$ cat src/rtl/sle_pkg.sv
// Shared types, widths and codes for the sequential list engine.
`default_nettype none

package sle_pkg;

    // Word width of one list entry and default list depth.
    localparam int LIST_DW    = 32;
    localparam int LIST_DEPTH = 64;

    // Width of positions and counts carried between cells; covers the largest depth.
    localparam int LIST_PW    = 13;

    // Request codes.
    localparam logic [2:0] REQ_INSERT = 3'd0;
    localparam logic [2:0] REQ_DELAT  = 3'd1;
    localparam logic [2:0] REQ_DELVAL = 3'd2;
    localparam logic [2:0] REQ_FIND   = 3'd3;
    localparam logic [2:0] REQ_READ   = 3'd4;

    // Status codes.
    localparam logic [2:0] ST_OK       = 3'd0;
    localparam logic [2:0] ST_FULL     = 3'd1;
    localparam logic [2:0] ST_EMPTY    = 3'd2;
    localparam logic [2:0] ST_BADPOS   = 3'd3;
    localparam logic [2:0] ST_NOTFOUND = 3'd4;

    // Cell update operations.
    localparam logic [1:0] CELL_NOP = 2'd0;
    localparam logic [1:0] CELL_INS = 2'd1;
    localparam logic [1:0] CELL_DEL = 2'd2;

    // Probe modes: match on value or select by position.
    localparam logic MODE_MATCH = 1'b0;
    localparam logic MODE_READ  = 1'b1;

    typedef logic [1:0] t_cell_op;

    // Control broadcast from the sequencer to every cell.
    typedef struct packed {
        t_cell_op                   op;
        logic                       mode;
        logic [LIST_PW-1:0]         act_pos;
        logic [LIST_PW-1:0]         hit_pos;
        logic [LIST_PW-1:0]         count;
        logic signed [LIST_DW-1:0]  value;
    } t_cell_ctl;

    // Probe word handed from cell to cell; the last hit along the chain wins.
    typedef struct packed {
        logic                       hit;
        logic [LIST_PW-1:0]         pos;
        logic signed [LIST_DW-1:0]  data;
    } t_probe;

endpackage

`default_nettype wire

$ cat src/rtl/sle_cell.sv
// One list cell: holds one entry, shifts with its neighbors and forwards the probe word.
`default_nettype none

module sle_cell import sle_pkg::*; #(
    parameter int CELL_IDX = 0
) (
    input  wire                        i_clk,
    input  wire                        i_rst_n,
    input  wire t_cell_ctl             i_ctl,
    input  wire logic signed [LIST_DW-1:0] i_prev_entry,
    input  wire logic signed [LIST_DW-1:0] i_next_entry,
    input  wire t_probe                i_probe,
    output logic signed [LIST_DW-1:0]  o_entry,
    output t_probe                     o_probe
);

    localparam logic [LIST_PW-1:0] IDX0 = LIST_PW'(CELL_IDX);
    localparam logic [LIST_PW-1:0] IDX1 = LIST_PW'(CELL_IDX + 1);

    logic signed [LIST_DW-1:0] r_entry;
    logic signed [LIST_DW-1:0] n_entry;
    t_probe                    r_probe;
    t_probe                    n_probe;
    logic                      w_hit;

    // Entry update: insert moves entries at and after the position up, delete moves them down.
    always_comb begin
        n_entry = r_entry;
        case (i_ctl.op)
            CELL_INS: begin
                if (IDX1 == i_ctl.act_pos) begin
                    n_entry = i_ctl.value;
                end else if (IDX1 > i_ctl.act_pos) begin
                    n_entry = i_prev_entry;
                end
            end
            CELL_DEL: begin
                if (IDX1 >= i_ctl.act_pos) begin
                    n_entry = i_next_entry;
                end
            end
            default: begin
                n_entry = r_entry;
            end
        endcase
    end

    // A hit here replaces whatever the probe carried from below.
    always_comb begin
        if (i_ctl.mode == MODE_READ) begin
            w_hit = (IDX1 == i_ctl.hit_pos);
        end else begin
            w_hit = (IDX0 < i_ctl.count) && (r_entry == i_ctl.value);
        end
        if (w_hit) begin
            n_probe.hit  = 1'b1;
            n_probe.pos  = IDX1;
            n_probe.data = r_entry;
        end else begin
            n_probe = i_probe;
        end
    end

    // The entry is payload and the probe word clears at reset; the sequencer waits out a full
    // sweep before using the probe.
    always_ff @(posedge i_clk) begin
        r_entry <= n_entry;
        if (!i_rst_n) begin
            r_probe <= '0;
        end else begin
            r_probe <= n_probe;
        end
    end

    assign o_entry = r_entry;
    assign o_probe = r_probe;

endmodule

`default_nettype wire
$ cat config.mk
export PLATFORM = sky130hd
export DESIGN_NAME = sle_cell
export DESIGN_NICKNAME = d
export VERILOG_FILES = /design/src/rtl/sle_pkg.sv /design/src/rtl/sle_cell.sv
export SDC_FILE = /design/constraint.sdc
export NUM_CORES = 1
export LEC_CHECK = 0
export ABC_AREA = 1
export BUFFER_PORTS_ARGS = -buffer_cell sky130_fd_sc_hd__buf_2
export CAP_MARGIN = 40
export CORE_ASPECT_RATIO = 0.6
export CORE_MARGIN = 2
export CORE_UTILIZATION = 45
export DETAILED_ROUTE_END_ITERATION = 10
export GPL_TIMING_DRIVEN = 0
export PLACE_DENSITY = 0.91
export SLEW_MARGIN = 25
export SYNTH_ARGS = -nofsm -noshare
export SYNTH_HDL_FRONTEND = slang
export SYNTH_SLANG_ARGS = --single-unit
$ cat constraint.sdc
create_clock -name i_clk -period 3.5 [get_ports i_clk]
set_input_delay 0.175 -clock i_clk [delete_from_list [all_inputs] [get_ports i_clk]]
set_output_delay 0.175 -clock i_clk [all_outputs]
set_load 0.05 [all_outputs]
==> flow_metrics.tcl, run 1 <==
set metrics [dict create \
    outcome "finished, final reports clean" \
    grt_setup_unrepaired "false" \
    cp_cell_sequence "xnor2_1 -> nand3_1 -> nor2_1 -> nand2_1 -> nor2_1 -> nand2_2 -> buf_6 -> a21oi_1 -> nor2_1" \
    placedInstanceArea_um2 6300 \
    timing.max_slew.rel_slack_pct 65.8 \
    gr-usage-all-layers_pct 27.8 \
    row_count 29 \
    clock_latency_ns 0.34 \
    wire_length_of_the_first_global_routing_pass_um 24400 \
    final_period_minus_worst_setup_slack_ns 2.10 \
    numPortBuffers 261 \
    grt_start_max_net_pins 21 \
    max-clock-path-buffers 2 \
    worst_setup_sp_type "register" \
    antenna_cells 0 \
    postSynthAreaPerCell_um2 7.02 \
    totalPowerFinal_mw 2.75 \
    layout_cell_share_with_drive_strength_beyond_1_pct 36.4 \
    syn-num-nets 869 \
    holdBufCountCts 0 \
    pre_cts_ws_ns 1.47 \
    final_min_period_over_clock_period_pct 59.9 \
    timing.critical_path.fanout_max 10 \
    worstSetupStartpoint "o_entry[23]" \
    reg2reg_slack_ns 1.40 \
    yosys_warnings 0 \
    max_cap_violations 0 \
    synth_area_um2 4780 \
    place.gp.congestion 0.915 \
    critPathMaxStageDelay_ns 0.43 \
    crit_path_top_delay_cell "sky130_fd_sc_hd__edfxtp_1" \
    timing.rr.start "o_entry[23]" \
    max-vdd-ir-drop_mv 0.259 \
    cp.arrival_ns 2.31 \
    worst-slew-pin-transition_ns 0.513 \
    placeableCoreArea_um2 10500 \
    routedWlPerCell_um 14.8 \
    ys_ff_latch 78 \
    multi_input_area_um2 2260 \
    grt.overflow.total 0 \
    clk_transition_reported_paths_ns 0.07 \
    routed_wl_um 16200 \
    initial_utilization_pct 45.8 \
    drtIter0Drc 305 \
    tritoncts "built" \
    share_of_synthesized_area_occupied_by_flip_flops_and_latches_pct 39.4 \
    final_nets 1142 \
    crit_top_cell "sky130_fd_sc_hd__nor2_1" \
    finalSetupTns_ns 0 \
    dp.final_hpwl_um 13600 \
    cts_repair_resize_count 0 \
    cellLeakagePower_nw 3.75 \
    viasPerCell 4.86 \
    design.die.area_um2 11500 \
    final_area_um2 6580 \
    clk_root_buffer_cell "sky130_fd_sc_hd__clkbuf_16" \
    hold_path.startpoint "i_probe[39]" \
    worst_hold_path.num_cells 3 \
    worst_r2r_path_depth 9 \
    report.final.setup_viol 0 \
    grt_antenna_before_repair 0 \
    ctsHtreeMaxLevel 3 \
    max_clock_freq_mhz 477 \
    number_of_distinct_standard_cells_referenced_by_the_synthesized_netlist 30 \
    timing.rr.end "o_probe[30]" \
    crit_end_category "register" \
    firstDrtPassIters 5 \
    cts_post_setup_buffers_inserted 0 \
    finalHoldViolCount 0 \
    worst_slack_ns 1.40 \
    pwr_density_cell_nw_per_um2 418 \
    detail_route.drc_violations 0 \
    antenna_violating_nets_post_route 0 \
    layout_fillers 939 \
    floorplan.die.width_um 137 \
    worst_path_required_ns 3.71 \
    layout.area.seq_um2 1880 \
    io_pins 264 \
    hold_end "o_probe[39]" \
    fin_worst_skew_ns 0.00913 \
    clkSinkCount 78 \
    vias_in_the_first_global_route 4920 \
    finalMaxSlewViolations 0 \
    route.vias.total 5335 \
    worstSetupPathType "register to register" \
    area.growth.synth_to_final_pct 37.6 \
    chip_height_um 83.9 \
    min_path_type "primary input to register" \
    number_of_cts_inserted_buffers 9 \
    syn-instance-count 681 \
]
-- layout by cell type, fill, tap and decap left out, drive strengths merged, types with 13 or more instances in the layout --
cell / count
nor2: 135
nor3: 13
dfxtp: 46
inv: 118
nand2: 145
clkbuf: 20
buf: 281
edfxtp: 32
o21ai: 24
a21oi: 58
nand3: 49
-- report_power, final --
part | leakage, nW | total, mW | internal (mW) | switching [mW]
clock network | 0.144 | 0.904 | 0.495 | 0.409
registers | 0.689 | 1.10 | 1.03 | 0.0666
logic | 2.92 | 0.749 | 0.232 | 0.517
-- final cells by class --
cell class / instances / area share, %
well taps: 139 / 2.64
plain buffers: 30 / 3.52
clock inverters: 7 / 0.894
multi-input cells: 461 / 34.3
flip-flops and latches: 78 / 28.6
inverters: 112 / 6.39
clock buffers: 9 / 3.42
repair buffers: 262 / 20.3
-- flip-flops by register name, summed over array words and instances, names as in the netlist --
register	cells
o_probe	46
o_entry	32
-- routing by layer --
layer / track usage (%) / wire (µm)
met4: 6.19 / 216
met5: 0 / 0
met1: 36.9 / 7030
met2: 45.5 / 7560
met3: 7.10 / 1430
-- per-stage QoR --
step | std cells | hold WS, ns | utilization [%]
final | 1098 | 0.0482 | 63.0
after global routing | 1098 | 0.0497 | 63.0
after global placement | 1081 | 0.396 | 59.9
after detailed placement | 1082 | 0.400 | 60.3
after floorplan | 681 | 0.292 | -
after CTS | 1098 | 0.0435 | 63.0
-- critical path: cells and delay by family (launching register included) --
family                    cells  cell delay, ns
xor gates and xnor gates      1            0.34
buffers and inverters         1            0.18
DFF                           1            0.43
AOI/OAI and AO/OA             1            0.33
and+or+nand+nor               6            0.69
-- Yosys cell counts (all sizes together) --
library cell / count / area (µm²)
buf: 19 / 190
and2: 1 / 6.26
o21ai: 24 / 128
clkbuf: 11 / 41.3
dfxtp: 46 / 921
inv: 112 / 420
edfxtp: 32 / 961
nor2: 135 / 522
ha: 2 / 25.0
nand3: 49 / 403
nand4: 8 / 50.1
nand2: 145 / 562
a21oi: 58 / 290
or2: 2 / 12.5
nor3: 13 / 76.3
a31oi: 8 / 50.1
nand3b: 3 / 22.5
nor4: 5 / 31.3
xnor2: 8 / 70.1
-- kinds of logic (layout without fill, tap and decap cells) --
family                     count (synthesis)  count (layout)  synth area share, %
and+or+nand+nor                          361             361                 35.2
adders and majority gates                  2               2                0.523
AOI/OAI and AO/OA                         90              90                 9.79
xor gates and xnor gates                   8               8                 1.47
buffers and inverters                    142             420                 13.6
DFF                                       78              78                 39.4
-- worst max-delay path by stage --
stage	end	slack [ns]	depth (start not counted)
2_1_floorplan	o_entry[0]	0.94	5
3_3_place_gp	o_entry[16]	0.004	6
3_5_place_dp	o_probe[30]	1.47	9
4_1_cts	o_probe[30]	1.45	9
5_1_grt	o_probe[30]	1.26	9
6_report	o_probe[30]	1.40	9
Power figures use the tool's default switching activity.
==> run 2: changes to the inputs <==
==> constraint.sdc (replaced) <==
create_clock -name i_clk -period 2 [get_ports i_clk]
set_input_delay 0.1 -clock i_clk [delete_from_list [all_inputs] [get_ports i_clk]]
set_output_delay 0.1 -clock i_clk [all_outputs]
set_load 0.05 [all_outputs]
==> run 2 against run 1 <==
  * Total power up 78%
  * Utilization up 1.9 points
  * Via count up 2.5%
  * Final cell count up 1.6%
  * Sequential share of layout area down 0.85 points
  * Combinational power up 83%
  * Setup slack worse by 1.3 ns
  * Non-clock buffer count up 18
  * Register-to-register slack worse by 1.3 ns
  * Critical endpoint is now o_probe[29]
==> flow_metrics.tcl, run 2 (synthesis gave the netlist of run 1 again) <==
set metrics [dict create \
    outcome "finished, final reports clean" \
    grt.overflow.total 0 \
    antenna_cells 0 \
    dpl.cell_count 1082 \
    place.gp.congestion 0.917 \
    final_area_um2 6780 \
    pre_cts_ws_ns -0.0516 \
    timing.critical_path.fanout_max 10 \
    row_count 29 \
    finalMaxSlewViolations 0 \
    global_route.peak_usage_layer "met2" \
    firstDrtPassIters 5 \
    numPortBuffers 261 \
    ctsHtreeMaxLevel 3 \
    sequentialPowerShare_pct 39.1 \
    final_min_period_over_clock_period_pct 96.7 \
    wire_length_of_the_first_global_routing_pass_um 25200 \
    critPathMaxStageDelay_ns 0.43 \
    drtIter0Drc 301 \
    cellLeakagePower_nw 3.85 \
    worst_setup_sp_type "register" \
    pwr_density_cell_nw_per_um2 722 \
    routedWlPerCell_um 15.3 \
    max-vdd-ir-drop_mv 0.402 \
    worst-slew-pin-transition_ns 0.583 \
    largest_reg_flops 46 \
    clock_latency_ns 0.34 \
    grt_start_max_net_pins 18 \
    max_clock_freq_mhz 517 \
    cellInternalPower_mw 3.12 \
    placedInstanceArea_um2 6300 \
    clk_root_buffer_cell "sky130_fd_sc_hd__clkbuf_16" \
    dp.final_hpwl_um 13500 \
    clk_transition_reported_paths_ns 0.07 \
    final_period_minus_worst_setup_slack_ns 1.93 \
    route.vias.total 5469 \
    totalPowerFinal_mw 4.90 \
    area.growth.synth_to_final_pct 41.8 \
    crit_path_top_delay_cell "sky130_fd_sc_hd__edfxtp_1" \
    placeableCoreArea_um2 10500 \
    finalHoldViolCount 0 \
    report.final.setup_viol 0 \
    final_nets 1160 \
    fin_worst_skew_ns 0.0123 \
    layout_fillers 945 \
    layout_cell_share_with_drive_strength_beyond_1_pct 36.7 \
    design.die.area_um2 11500 \
    initial_utilization_pct 45.8 \
    clkSinkCount 78 \
    timing.max_slew.rel_slack_pct 61.1 \
    viasPerCell 4.90 \
    pwr-share-clk_pct 32.8 \
    globalRouteMet2Util_pct 49.2 \
    max-clock-path-buffers 2 \
    floorplan.die.width_um 137 \
    worstSetupPathType "register to register" \
    routed_wl_um 17000 \
    combPwrFrac_pct 28.1 \
    power.share.switching_pct 36.2 \
    switchingPower_mw 1.78 \
    met1_track_demand_over_resource_in_global_routing_pct 36.9 \
    grt_antenna_before_repair 0 \
    io_pins 264 \
    grt_setup_unrepaired "true" \
    chip_height_um 83.9 \
    cp.arrival_ns 2.16 \
    final_common_cell "sky130_fd_sc_hd__buf_2" \
    crit_top_cell "sky130_fd_sc_hd__nor2_1" \
    gr-usage-all-layers_pct 28.8 \
    grt_use_met3_pct 6.74 \
    highest_count_cells_in_the_layout_ignoring_fill_and_taps "sky130_fd_sc_hd__buf_2 (263), sky130_fd_sc_hd__nand2_1 (140), sky130_fd_sc_hd__nor2_1 (128)" \
    min_path_type "primary input to register" \
    cp_cell_sequence "xnor2_1 -> nand3_1 -> nor2_1 -> nand2_1 -> nor2_1 -> nand2_2 -> buf_6 -> a21oi_1 -> nor2_1" \
    layoutNonFillerInstCount 1116 \
    finalSetupTns_ns 0 \
    tritoncts "built" \
    vias_in_the_first_global_route 5110 \
    detail_route.drc_violations 0 \
    worst_slack_ns 0.0655 \
    antenna_violating_nets_post_route 0 \
    worst_path_required_ns 2.23 \
    number_of_cts_inserted_buffers 9 \
    max_cap_violations 0 \
    crit_end_category "register" \
]
==> run 2: cell count changes in the layout (fill, tap and decap cells not counted), moves of 3 or more <==
cell,before,now
sky130_fd_sc_hd__buf_4,3,9
sky130_fd_sc_hd__xnor2_1,8,5
sky130_fd_sc_hd__xnor2_2,0,3
sky130_fd_sc_hd__dlygate4sd3_1,0,12
==> run 2: worst paths after layout <==
check	depth (start not counted)	to	startpoint	slack, ns
worst max-delay path	9	o_probe[29]	o_entry[19]	0.07
worst min-delay path	4	o_probe[32]	i_probe[32]	0.03
worst max register to register	9	o_probe[29]	o_entry[19]	0.07
worst min register to register	2	o_probe[21]	o_entry[21]	0.57
==> run 2: layout make-up <==
| class | count | area, µm² | share of cell area, % |
|---|---|---|---|
| clock inverter | 7 | 61.3 | 0.904 |
| buffer | 30 | 231 | 3.41 |
| multi-input combinational | 461 | 2290 | 33.8 |
| inverter | 112 | 420 | 6.20 |
| tap | 139 | 174 | 2.56 |
| clock buffer | 9 | 225 | 3.32 |
| sequential | 78 | 1880 | 27.7 |
| timing repair buffer | 280 | 1500 | 22.1 |
==> run 2: power by group through the flow <==
stage / logic (mW) / registers [mW] / clock network (mW)
finish: 1.37 / 1.92 / 1.61
global route: 1.48 / 1.93 / 1.71
CTS: 1.33 / 1.93 / 1.63
detailed placement: 1.30 / 1.96 / 0
global placement: 1.27 / 1.96 / 0
floorplan: 0.406 / 2.38 / 0
==> run 2: critical path: cells and delay by family (launching register included) <==
family | cells | cell delay, ns
XOR/XNOR | 1 | 0.33
AND/OR/NAND/NOR | 6 | 0.67
AO/OA/AOI/OAI | 1 | 0.19
buffers and inverters | 1 | 0.20
flip-flops | 1 | 0.43
==> run 2: timing repair <==
item                                   in CTS  in global routing
hold buffers                               12                  0
endpoints found under the hold margin      12                  0
pin swaps                                   0                  1
resized for setup                           1                  4
buffers inserted                            0                  6
setup endpoints to repair                   1                 40
==> run 2: per-layer routing <==
layer  vias to the layer above  part of all wire (%)
met3                        28                   8.9
li1                       2724                     -
met2                       262                    48
met1                      2455                    42
met5                         -                     0
met4                         0                   1.4
==> run 2: stage by stage <==
| step | utilization, % | hold slack [ns] |
|---|---|---|
| 2_1_floorplan | - | 0.217 |
| 3_3_place_gp | 59.9 | 0.322 |
| 3_5_place_dp | 60.3 | 0.327 |
| 4_1_cts | 64.2 | 0.0209 |
| 5_1_grt | 64.9 | 0.0381 |
| 6_report | 64.9 | 0.0314 |
==> run 3: changes to the inputs <==
--- a/config.mk
+++ b/config.mk
@@ -9,10 +9,9 @@
 export BUFFER_PORTS_ARGS = -buffer_cell sky130_fd_sc_hd__buf_2
 export CAP_MARGIN = 40
 export CORE_ASPECT_RATIO = 0.6
-export CORE_MARGIN = 2
+export CORE_MARGIN = 3
 export CORE_UTILIZATION = 45
 export DETAILED_ROUTE_END_ITERATION = 10
-export GPL_TIMING_DRIVEN = 0
 export PLACE_DENSITY = 0.91
 export SLEW_MARGIN = 25
 export SYNTH_ARGS = -nofsm -noshare
==> run 3 against run 2 <==
  * Utilization increased by 1.0 points
  * Clock power about the same
  * Die area increased by 3.9%
  * Routed wire length grew 0.33%
  * Critical path depth up 2
  * Register-to-register slack improved by 0.04 ns
  * Critical path type unchanged
==> flow_metrics.tcl, run 3 (synthesis gave the netlist of run 1 again) <==
set metrics [dict create \
    outcome "finished, final reports clean" \
    grt_antenna_before_repair 2 \
    ctsHtreeMaxLevel 3 \
    finalSetupTns_ns 0 \
    routedWlPerCell_um 15.6 \
    numPortBuffers 263 \
    initial_utilization_pct 47.4 \
    cts_post_setup_buffers_inserted 0 \
    place.gp.congestion 0.847 \
    crit_end_category "register" \
    wire_length_of_the_first_global_routing_pass_um 26200 \
    hold_slack_ns 0.0261 \
    worst_setup_sp_type "register" \
    design.die.area_um2 11900 \
    max_clock_freq_mhz 527 \
    finalHoldViolCount 0 \
    clk_transition_reported_paths_ns 0.07 \
    fin_worst_skew_ns 0.00659 \
    dpl.cell_count 1069 \
    final_min_period_over_clock_period_pct 94.9 \
    max_cap_violations 0 \
    final_period_minus_worst_setup_slack_ns 1.90 \
    area.growth.synth_to_final_pct 39.1 \
    clk_root_buffer_cell "sky130_fd_sc_hd__clkbuf_16" \
    floorplan.die.width_um 139 \
    placedInstanceArea_um2 6220 \
    largest_reg_flops 46 \
    worst-slew-pin-transition_ns 0.554 \
    cp.arrival_ns 2.13 \
    finalMaxSlewViolations 0 \
    row_count 28 \
    cellLeakagePower_nw 3.81 \
    route.vias.total 5349 \
    placeableCoreArea_um2 10100 \
    worst_path_required_ns 2.23 \
    number_of_cts_inserted_buffers 9 \
    chip_height_um 85.9 \
    dp.final_hpwl_um 13300 \
    layoutNonFillerInstCount 1098 \
    clkSinkCount 78 \
    viasPerCell 4.87 \
    worstSetupPathType "register to register" \
    drtIter0Drc 325 \
    min_path_type "primary input to register" \
    tritoncts "built" \
    layout_cell_share_with_drive_strength_beyond_1_pct 37.0 \
    max-clock-path-buffers 2 \
    gr-usage-all-layers_pct 27.9 \
    highest_count_cells_in_the_layout_ignoring_fill_and_taps "sky130_fd_sc_hd__buf_2 (263), sky130_fd_sc_hd__nand2_1 (139), sky130_fd_sc_hd__nor2_1 (127)" \
    max-vdd-ir-drop_mv 0.412 \
    clock_latency_ns 0.34 \
    antenna_violating_nets_post_route 0 \
    detail_route.drc_violations 0 \
    grt_start_max_net_pins 35 \
    final_area_um2 6650 \
    reg2reg_slack_ns 0.10 \
    report.final.setup_viol 0 \
    routed_wl_um 17100 \
    io_pins 264 \
    pwr_density_cell_nw_per_um2 735 \
    timing.max_slew.rel_slack_pct 63.1 \
    final_nets 1144 \
    grt.overflow.total 0 \
    firstDrtPassIters 5 \
    timing.critical_path.fanout_max 16 \
    final_core_utilization_pct 65.9 \
    vias_in_the_first_global_route 5242 \
    final_common_cell "sky130_fd_sc_hd__buf_2" \
]
[run 3: changes by cell type in the layout (fill, tap and decap cells not counted), moves of 2 or more]
cell                       delta
sky130_fd_sc_hd__diode_2      +2
sky130_fd_sc_hd__buf_6       -14
sky130_fd_sc_hd__clkbuf_1    -11
sky130_fd_sc_hd__buf_4        +9
sky130_fd_sc_hd__buf_12       +2
[run 3: path summary, 6_finish.rpt]
kind,to,start,cells past startpoint
worst max-delay path,o_probe[28],o_entry[1],11
worst max register to register,o_probe[28],o_entry[1],11
worst min-delay path,o_probe[42],i_probe[42],3
worst min register to register,o_probe[3],o_entry[3],2
[run 3: layer usage]
metal	share of wire, %	GRT usage (%)
met1	43	35.8
met2	48	47.3
met3	8.0	7.52
met4	1.4	7.19
met5	0.070	0
[run 3: repair_timing]
item,4_1_cts,5_1_grt
resized for setup,0,6
hold buffers,11,0
endpoints found under the setup margin,0,35
endpoints found under the hold margin,11,0
[run 3: per-stage QoR]
| stage | power, mW | setup slack (ns) |
|---|---|---|
| 3_5_place_dp | 3.29 | 0.0388 |
| 3_3_place_gp | 3.27 | 0.0797 |
| 6_report | 4.89 | 0.102 |
| 2_1_floorplan | 2.79 | 0.0347 |
| 5_1_grt | 5.11 | -0.0227 |
| 4_1_cts | 4.90 | 0.0197 |
[run 3: worst max-delay path: stages (launching register included)]
cell	delay (ns)
sky130_fd_sc_hd__edfxtp_1	0.44
sky130_fd_sc_hd__nand2_1	0.10
sky130_fd_sc_hd__nand2_1	0.07
sky130_fd_sc_hd__nor2_1	0.19
sky130_fd_sc_hd__nand2_1	0.07
sky130_fd_sc_hd__nor2_1	0.09
sky130_fd_sc_hd__nand2_1	0.05
sky130_fd_sc_hd__nor2_1	0.17
sky130_fd_sc_hd__nand2_4	0.15
sky130_fd_sc_hd__buf_4	0.24
sky130_fd_sc_hd__a21oi_1	0.16
sky130_fd_sc_hd__nor2_1	0.06
[run 3: layout make-up]
cell class,instances,area (µm²)
repair buffers,294,1600
clock inverters,7,61.3
fillers,908,3440
flip-flops and latches,78,1880
well taps,135,169
multi-input cells,461,2290
inverters,112,420
diodes,2,5.00
clock buffers,9,225
[run 3: power breakdown]
part / internal (mW) / switching (mW) / leakage, nW
clock: 0.871 / 0.726 / 0.145
sequential: 1.81 / 0.0948 / 0.689
combinational: 0.446 / 0.941 / 2.97
total: 3.13 / 1.76 / 3.81
